`src/rtl/sdmq_pkg.sv`:
```
// ----------------------------------------------------------------------------
// sdmq_pkg
// Shared types and codes of the sorted delay message queue.
// ----------------------------------------------------------------------------
package sdmq_pkg;

  localparam int unsigned TIME_W = 32;
  localparam int unsigned MSG_W  = 16;
  localparam int unsigned KIND_W = 2;

  typedef enum logic {
    OP_SCHEDULE = 1'b0,
    OP_PROCESS  = 1'b1
  } op_t;

  typedef enum logic [KIND_W-1:0] {
    KIND_ACK     = 2'd0,
    KIND_RELEASE = 2'd1,
    KIND_NONE    = 2'd2
  } kind_t;

  // Classified command as it sits in the queue between front and back.
  typedef struct packed {
    op_t               op;
    logic [TIME_W-1:0] now_ms;
    logic [TIME_W-1:0] trigger;
    logic [MSG_W-1:0]  message_id;
  } cmd_t;

endpackage

```
`src/rtl/sdmq_front.sv`:
```
// ----------------------------------------------------------------------------
// sdmq_front
// Accepts input beats, computes the trigger time and queues the command.
// ----------------------------------------------------------------------------
module sdmq_front (
  input  logic          clk,
  input  logic          rst,
  input  logic          s_tvalid,
  output logic          s_tready,
  input  logic [79:0]   s_tdata,   // now_ms[31:0], delay_ms[63:32], message_id[79:64]
  input  logic          s_tuser,   // op
  output logic          cmd_valid,
  input  logic          cmd_ready,
  output sdmq_pkg::cmd_t cmd
);
  import sdmq_pkg::*;

  cmd_t       slot [2];
  logic       wr_ptr;
  logic       rd_ptr;
  logic [1:0] fill;
  logic       push;
  logic       pop;
  cmd_t       in_cmd;

  assign s_tready  = (fill != 2'd2);
  assign cmd_valid = (fill != 2'd0);
  assign cmd       = slot[rd_ptr];
  assign push      = s_tvalid && s_tready;
  assign pop       = cmd_valid && cmd_ready;

  always_comb begin
    in_cmd.op         = op_t'(s_tuser);
    in_cmd.now_ms     = s_tdata[31:0];
    in_cmd.trigger    = s_tdata[31:0] + s_tdata[63:32];  // wraps mod 2^32
    in_cmd.message_id = s_tdata[79:64];
  end

  always_ff @(posedge clk) begin
    if (rst) begin
      wr_ptr <= 1'b0;
      rd_ptr <= 1'b0;
      fill   <= 2'd0;
    end else begin
      if (push) wr_ptr <= ~wr_ptr;
      if (pop)  rd_ptr <= ~rd_ptr;
      unique case ({push, pop})
        2'b10:   fill <= fill + 2'd1;
        2'b01:   fill <= fill - 2'd1;
        default: fill <= fill;
      endcase
    end
  end

  always_ff @(posedge clk) begin
    if (push) slot[wr_ptr] <= in_cmd;
  end

endmodule

```
`src/rtl/sdmq_back.sv`:
```
// ----------------------------------------------------------------------------
// sdmq_back
// Sorted entry list: shift-insert for schedule, head release for process,
// with a registered output stage.
// ----------------------------------------------------------------------------
module sdmq_back #(
  parameter int unsigned DEPTH = 8
) (
  input  logic                          clk,
  input  logic                          rst,
  input  logic                          cmd_valid,
  output logic                          cmd_ready,
  input  sdmq_pkg::cmd_t                cmd,
  output logic                          m_tvalid,
  input  logic                          m_tready,
  output logic [23:0]                   m_tdata,  // accepted[0], released_message[16:1]
  output logic [sdmq_pkg::KIND_W-1:0]   m_tuser,  // kind
  output logic                          m_tlast
);
  import sdmq_pkg::*;

  localparam int unsigned CW = $clog2(DEPTH + 1);

  logic [TIME_W-1:0] entry_time [DEPTH];
  logic [MSG_W-1:0]  entry_message [DEPTH];
  logic [CW-1:0]     entry_count;

  logic [TIME_W-1:0] entry_time_next [DEPTH];
  logic [MSG_W-1:0]  entry_message_next [DEPTH];
  logic [DEPTH-1:0]  cell_sel;

  kind_t             out_kind;
  logic              out_accepted;
  logic [MSG_W-1:0]  out_msg;
  logic              out_last;

  logic out_free, is_sched, full, due0, due1, fire, do_insert, do_release;

  assign out_free   = !m_tvalid || m_tready;
  assign is_sched   = (cmd.op == OP_SCHEDULE);
  assign full       = (entry_count == CW'(DEPTH));
  assign due0       = (entry_count != '0) && (cmd.now_ms >= entry_time[0]);
  assign fire       = cmd_valid && out_free;
  assign do_insert  = fire && is_sched && !full;
  assign do_release = fire && !is_sched && due0;
  // a process command stays at the head until its final release
  assign cmd_ready  = out_free && (is_sched || !due0 || !due1);

  generate
    if (DEPTH > 1) begin : g_due1
      assign due1 = (entry_count > CW'(1)) && (cmd.now_ms >= entry_time[1]);
    end else begin : g_no_due1
      assign due1 = 1'b0;
    end
  endgenerate

  // sel marks cells at or past the insertion point (monotone along the list)
  for (genvar g = 0; g < DEPTH; g++) begin : g_cell
    logic              prev_sel;
    logic [TIME_W-1:0] prev_time, succ_time;
    logic [MSG_W-1:0]  prev_msg, succ_msg;

    assign cell_sel[g] = (CW'(g) >= entry_count) || (entry_time[g] > cmd.trigger);

    if (g == 0) begin : g_head
      assign prev_sel  = 1'b0;
      assign prev_time = entry_time[g];
      assign prev_msg  = entry_message[g];
    end else begin : g_body
      assign prev_sel  = cell_sel[g-1];
      assign prev_time = entry_time[g-1];
      assign prev_msg  = entry_message[g-1];
    end

    if (g == DEPTH - 1) begin : g_tail
      assign succ_time = entry_time[g];
      assign succ_msg  = entry_message[g];
    end else begin : g_inner
      assign succ_time = entry_time[g+1];
      assign succ_msg  = entry_message[g+1];
    end

    always_comb begin
      entry_time_next[g]    = entry_time[g];
      entry_message_next[g] = entry_message[g];
      if (do_insert) begin
        if (prev_sel) begin
          entry_time_next[g]    = prev_time;
          entry_message_next[g] = prev_msg;
        end else if (cell_sel[g]) begin
          entry_time_next[g]    = cmd.trigger;
          entry_message_next[g] = cmd.message_id;
        end
      end else if (do_release) begin
        entry_time_next[g]    = succ_time;
        entry_message_next[g] = succ_msg;
      end
    end
  end

  always_ff @(posedge clk) begin
    for (int i = 0; i < DEPTH; i++) begin
      entry_time[i]    <= entry_time_next[i];
      entry_message[i] <= entry_message_next[i];
    end
  end

  always_ff @(posedge clk) begin
    if (rst) begin
      entry_count <= '0;
      m_tvalid    <= 1'b0;
    end else begin
      if (do_insert)       entry_count <= entry_count + CW'(1);
      else if (do_release) entry_count <= entry_count - CW'(1);
      if (fire)            m_tvalid <= 1'b1;
      else if (m_tready)   m_tvalid <= 1'b0;
    end
  end

  always_ff @(posedge clk) begin
    if (fire) begin
      priority if (is_sched) begin
        out_kind     <= KIND_ACK;
        out_accepted <= !full;
        out_msg      <= '0;
        out_last     <= 1'b1;
      end else if (due0) begin
        out_kind     <= KIND_RELEASE;
        out_accepted <= 1'b0;
        out_msg      <= entry_message[0];
        out_last     <= !due1;
      end else begin
        out_kind     <= KIND_NONE;
        out_accepted <= 1'b0;
        out_msg      <= '0;
        out_last     <= 1'b1;
      end
    end
  end

  assign m_tdata = {7'd0, out_msg, out_accepted};
  assign m_tuser = out_kind;
  assign m_tlast = out_last;

endmodule

```
`src/rtl/sorted_delay_message_queue_top.sv`:
```
// ----------------------------------------------------------------------------
// sorted_delay_message_queue_top
// Timer queue of message handles sorted by trigger time.
// ----------------------------------------------------------------------------
// A schedule beat (tuser 0) stores message_id with trigger now_ms + delay_ms
// (mod 2^32) behind all entries with an equal or earlier trigger and answers
// with one acknowledgement beat (accepted 0 when DEPTH entries are pending).
// A process beat (tuser 1) releases, oldest trigger first, every entry whose
// trigger is at or below now_ms (plain unsigned compare), one output beat
// each, or gives a single kind 2 beat when nothing is due; tlast closes the
// answer to every input beat. The back end handles one output beat per
// cycle while its single output register is free (empty or being taken),
// so a process answer, at least one beat long, holds the command queue head
// until its last release. Input beats go through a two-entry command queue,
// so each beat is registered in a queue slot and then in the output register.
// No clearing pass is needed after reset.
module sorted_delay_message_queue_top #(
  parameter int unsigned DEPTH = 8
) (
  input  logic        clk,
  input  logic        rst,
  input  logic        s_tvalid,
  output logic        s_tready,
  input  logic [79:0] s_tdata,   // now_ms[31:0], delay_ms[63:32], message_id[79:64]
  input  logic        s_tuser,   // op
  output logic        m_tvalid,
  input  logic        m_tready,
  output logic [23:0] m_tdata,   // accepted[0], released_message[16:1], zero pad
  output logic [1:0]  m_tuser,   // kind
  output logic        m_tlast
);
  import sdmq_pkg::*;

  logic cmd_valid;
  logic cmd_ready;
  cmd_t cmd;

  sdmq_front u_front (
    .clk       (clk),
    .rst       (rst),
    .s_tvalid  (s_tvalid),
    .s_tready  (s_tready),
    .s_tdata   (s_tdata),
    .s_tuser   (s_tuser),
    .cmd_valid (cmd_valid),
    .cmd_ready (cmd_ready),
    .cmd       (cmd)
  );

  sdmq_back #(
    .DEPTH (DEPTH)
  ) u_back (
    .clk       (clk),
    .rst       (rst),
    .cmd_valid (cmd_valid),
    .cmd_ready (cmd_ready),
    .cmd       (cmd),
    .m_tvalid  (m_tvalid),
    .m_tready  (m_tready),
    .m_tdata   (m_tdata),
    .m_tuser   (m_tuser),
    .m_tlast   (m_tlast)
  );

endmodule

```
`config.mk`:
```
export PLATFORM = sky130hd
export DESIGN_NAME = sorted_delay_message_queue_top
export DESIGN_NICKNAME = d
export VERILOG_FILES = /design/src/rtl/sdmq_pkg.sv /design/src/rtl/sdmq_front.sv /design/src/rtl/sdmq_back.sv /design/src/rtl/sorted_delay_message_queue_top.sv
export SDC_FILE = /design/constraint.sdc
export NUM_CORES = 2
export LEC_CHECK = 0
export ABC_AREA = 1
export BUFFER_PORTS_ARGS = -buffer_cell sky130_fd_sc_hd__buf_2
export CORE_ASPECT_RATIO = 0.6
export CORE_MARGIN = 5
export CORE_UTILIZATION = 30
export DETAILED_ROUTE_END_ITERATION = 7
export GPL_ROUTABILITY_DRIVEN = 0
export PLACE_DENSITY = 0.45
export REMOVE_ABC_BUFFERS = 1
export SYNTH_ARGS = -nofsm -noshare
export SYNTH_HDL_FRONTEND = slang
export SYNTH_SLANG_ARGS = --single-unit
```
`constraint.sdc`:
```
create_clock -name clk -period 6.8 [get_ports clk]
set_input_delay 1.02 -clock clk [delete_from_list [all_inputs] [get_ports clk]]
set_output_delay 1.02 -clock clk [all_outputs]
set_load 0.02 [all_outputs]
```
---- Yosys cells after proc, flatten, opt, wreduce, memory -nomap -nowiden ----
Memory sizes are Yosys's and may differ from the RTL's. A register that Yosys moved wholly into a read port is not among the register bits.
Index checks and enable logic that the tools add are counted.
Widths: inputs -> output; s select.
word-level totals
  register bits after elaboration ......... 29
  memory bits (writable) .................. 546
  output and inout port bits .............. 29
  memories kept ........................... 3
memories
  memory                depth  width  read ports  clocked after Yosys merged registers in  wr ports  RTL line          source
  u_back.entry_time     8      32     8           0                                        8         sdmq_back.sv:24   logic [TIME_W-1:0] entry_time [DEPTH];
  u_front.slot          2      81     1           1                                        1         sdmq_front.sv:18  cmd_t slot [2];
  u_back.entry_message  8      16     8           0                                        8         sdmq_back.sv:25   logic [MSG_W-1:0] entry_message [DEPTH];
operators by class
  add/sub/neg operators ................... 5
  order comparisons ....................... 19
  eq/ne operators ......................... 4
  multiplexer cells ....................... 70
  bitwise gates (word level) .............. 3
  reductions and logical operators ........ 31
operator list
  kind                 number
  $mux 32              30
  $mux 16              30
  $gt 32x32->1         8
  $ge 32x32->1         2
  $add 32x32->32       1
  $ge 3x4->1 const A   4
  $logic_or 1x1->1     11
  $logic_and 1x1->1    10
  $ge 1x4->1 const A   2
  $ge 2x4->1 const A   2
  $mux 4               2
  $reduce_bool 2->1    4
  $mux 1               6
  $add 4x1->4 const B  1
  $eq 4x4->1 const B   1
  $gt 4x1->1 const B   1
  $logic_not 1->1      4
  $pmux 2 s2           1
  $reduce_bool 4->1    1
  $sub 4x1->4 const B  1
  $not 1->1            3
  $add 2x1->2 const B  1
  $eq 2x1->1 const B   1
  $eq 2x2->1 const B   1
  4 further kinds      4

---- Depth between registers and ports, before layout ----
An unclocked memory read counts as a cell.
  word-level depth ........................ 10
  mapped depth ............................ 24
  depth with buffers taken out ............ 21

---- By module ----
A second synthesis with hierarchy kept.
second synthesis, totals
  cell total of the unflattened synthesis .. 4,412
  area total of the unflattened synthesis .. 37,434.7 sq um
modules (own cells, without submodules)
  module      times used  cells each  area each (sq um)
  sdmq_back   1           3,636       29,064.1
  sdmq_front  1           776         8,370.5

---- Worst setup path before layout ----
OpenSTA, ideal clock, no wires.
  kind .................................... input to register
  from .................................... in s_tvalid
  to ...................................... mem u_front.slot[1][0] (netlist name), enable pin
  library setup time ...................... 523 ps
  arrival ................................. 4,521 ps
  slack ................................... 1,756 ps
  cell stages on the path ................. 2
  path buffers ............................ 0
  path through ............................ nand2_1 > nor2_1
between the ends
  cells in the longest elaborated chain, start to end .. 3
RTL lines
  element                       RTL line                              source
  start, declared               sorted_delay_message_queue_top.sv:22  input logic s_tvalid,
  $logic_and 1x1->1             sdmq_front.sv:29                      assign push = s_tvalid && s_tready;
  $mux 1                        sdmq_front.sv:56                      if (push) slot[wr_ptr] <= in_cmd;
  $mux 1 (not written as such)  sdmq_front.sv:56
  end, declared                 sdmq_front.sv:18
No other way between the ends.

==> reports/summary.txt <==
status - complete, no violations
Max rail drop VDD - 0.000397 V
post-synthesis cell count - 4161
TritonCTS clock tree - done
adder-cell area share of the yosys netlist - 12.4%
commonest non-fill, non-tap cell in the layout - nand2_1
buffers inserted by post-CTS timing repair - 0
vias in the first global route - 27200
post-CTS sizing - 0
Core ar. - 120000 um2
Vias - 28700
Reg2Reg Setup Slack - 1.72 ns
final worst slack - 1.72 ns
Setup CP Type - register to register
Die Wd - 459 um
RSZ-0062 raised after global routing - false
Post-CTS Hold Buffers - 0
cts bufs inserted - 68
Crit path largest cell delay - 0.75 ns
drc violations - 0
post-route ant nets - 0
layout cells sized above 1 - 8.18%
hpwl dp - 79700 um
Pint - 0.0116 W
hold_ws - 0.515 ns
Reg clk slew, reported paths - 0.06 ns
Distinct cells, synth - 42
Setup TNS Final - 0 ns
Clk network pwr share - 16.7%
MaxCap Viol Count - 0
routed vias/inst - 4.88
largest net degree at the start of global routing - 88
Post-Syn Area - 36200 um2
Seq cells post-synth - 576
Worst-Skew Late Latency - 0.65 ns
endpoints failing setup - 0
WP data required - 7.12 ns
ys async rst share - 0%
clk sink count - 576
Worst Hold Path Cells - 2
root buf cell - clkbuf_16
commonest cells after routing, fill and taps aside - nand2_1 (1424), edfxtp_1 (566), nand3_1 (432)
Compound-Gate Fraction of Synth Area - 6.14%
drt first pass iters - 5
Tot GR Track Use - 17.3%
Hold WC Path Type - register to register
hold worst-path end - u_back.entry_message[1][34]
FMAX - 0.197 GHz
Avg Cell Area, Syn - 8.71 um2
Fin. Hold Viols - 0
CP Data Arrival Time - 5.40 ns
initial antenna violation count - 0
final wirelength - 114000 um
Rows - 98
synth warn - 0
total grt overflow - 0
Hold Startpoint - u_back.entry_message[1][50]
Post-Synth XOR/XNOR Area - 0.749%
H-tree depth - 3
Util after Layout - 34.1%
Initial Util - 30.3%
DR WL/cell - 19.3 um
IO Count - 114
Top cell by count, worst path - nand2_1
Nets - 4685
Comb power frac - 49.3%
Fill cells - 12500
Seq pwr share - 34.0%
Post-synth EDFFs - 566
largest family of logic cells by synthesized area - simple AND/OR/NAND/NOR gates
Final Slew Violations - 0
Final Cycle Share - 74.7%
CP max-delay cell - o21ai_0
sw power - 0.00981 W
Slew Limit Headroom - 29.9%
Worst Tran Pin Value - 1.05 ns
worst-path fanout max - 43
area grow syn2layout - 12.4%
first-pass GRT wire length - 172000 um
register area share after synthesis - 47.5%
clock skew - 0.0275 ns
leakage power - 18.9 nW
switching share of total power - 45.8%
Simple-Gate Fraction of Synth Area - 24.1%
Synth Flop Type - edfxtp_1
CTS Buffer Depth - 3
Chip Height - 279 um
post-route minimum period - 5.08 ns
PwrDens - 526 nW/um2
post-synthesis mux area share - 2.29%
r2r endpoint - u_back.entry_message[1][35]
post-route non-filler standard cell count - 5890
worst path cell trace - buf_4 > o21ai_0 > inv_1 > ha_1 > inv_1 > a21oi_1 > o21ai_0 > nand2_1 > nand3_1 > nand2_1 > nand2_1 > nand2_1 > nand2_1 > nand2_1 > o21ai_4 > o21ai_0 > nand2_2 > buf_12
placed insts - 5773
detailed router's first-iteration violation count - 2734
port bufs - 106
Worst setup EP type - register
dpl ws - 1.62 ns
Worst setup SP type - register
die area - 128000 um2
worst reg-to-reg path cell count - 18
## sequential cells by signal (all words and copies together), names as in the netlist, named ones only
signal                count
u_back.entry_time       256
u_back.out_accepted       1
u_back.entry_count        4
u_back.m_tuser            2
u_front.rd_ptr            1
u_front.wr_ptr            1
u_front.fill              2
u_back.out_msg           16
u_front.slot            162
u_back.m_tlast            1
u_back.entry_message    128
u_back.m_tvalid           1
## metrics by stage
stage	total power (W)	instance area (um2)
6_report	0.0214	40700
3_5_place_dp	0.0178	38600
4_1_cts	0.0215	40700
3_3_place_gp	0.0177	38600
5_1_grt	0.0233	40700
2_1_floorplan	0.0140	35400
## power by group through the flow
stage,clock [W],combinational (W),sequential (W)
global placement,0,0.0104,0.00733
global route,0.00384,0.0121,0.00743
detailed placement,0,0.0105,0.00730
CTS,0.00368,0.0106,0.00726
finish,0.00358,0.0106,0.00727
floorplan,0,0.00689,0.00710
## Yosys cell counts (8+ instances only)
library cell	n	share of area, %
nand4_1	37	0.64
a31oi_1	11	0.19
clkbuf_1	47	0.49
dfxtp_1	10	0.55
a21oi_1	188	2.6
xnor2_1	12	0.29
a21o_1	8	0.17
nand2_1	1440	15
edfxtp_1	566	47
o211ai_1	9	0.19
or2_2	13	0.22
nor3_1	18	0.25
inv_1	421	4.4
or2_1	34	0.59
buf_4	26	0.54
mux2i_1	48	1.3
xor2_1	19	0.46
nor2_1	109	1.1
o21ai_0	169	2.3
ha_1	356	12
buf_1	11	0.11
nand3_1	434	6.0
o21a_1	10	0.21
mux2_2	31	0.96
buf_2	85	1.2
## layer usage
metal	vias up	part of all wire, %	track usage (%)
li1	14200	-	-
met1	13700	55	28.4
met2	732	38	23.0
met3	112	6.2	3.72
met4	0	1.3	2.79
met5	-	0	0
## worst max-delay path by stage
stage                         from  slack [ns]                           to
after global routing      register        1.25  u_back.entry_message[1][39]
after global placement    register        1.66     u_back.entry_time[0][66]
final                     register        1.72  u_back.entry_message[1][35]
after floorplan           register       -5.20  u_back.entry_message[0][16]
after detailed placement  register        1.62     u_back.entry_time[0][66]
after CTS                 register        1.61     u_back.entry_time[0][73]
## logic make-up (layout without fill, tap and decap cells)
group,count (synthesis),in the layout
other cells,1,8
xor+xnor,31,31
simple gates,2102,2102
flops,576,576
buf+inv,597,719
compound gates,418,418
fa+ha+maj,357,357
mux,79,79
## worst max-delay path: cells and delay by family, from the launching register on
kind,cells,cell delay [ns]
adder cells (fa/ha/maj),1,0.30
buffers and inverters,4,1.09
AND/OR/NAND/NOR,8,1.17
AO/OA/AOI/OAI,5,1.59
flip-flops,1,0.54
## cell type report
class                           instances  area [um2]  share of cell area [%]
Tap cell                             1600        2000                    4.92
Inverter                              423        1600                    3.92
Sequential cell                       576       17200                    42.2
Timing Repair Buffer                  180        1150                    2.82
Antenna cell                            1        2.50                 0.00615
Multi-Input combinational cell       2994       16700                    41.0
Clock inverter                         25         199                   0.489
Clock buffer                           91        1870                    4.60
No activity file was read; power rests on OpenSTA's default activity.
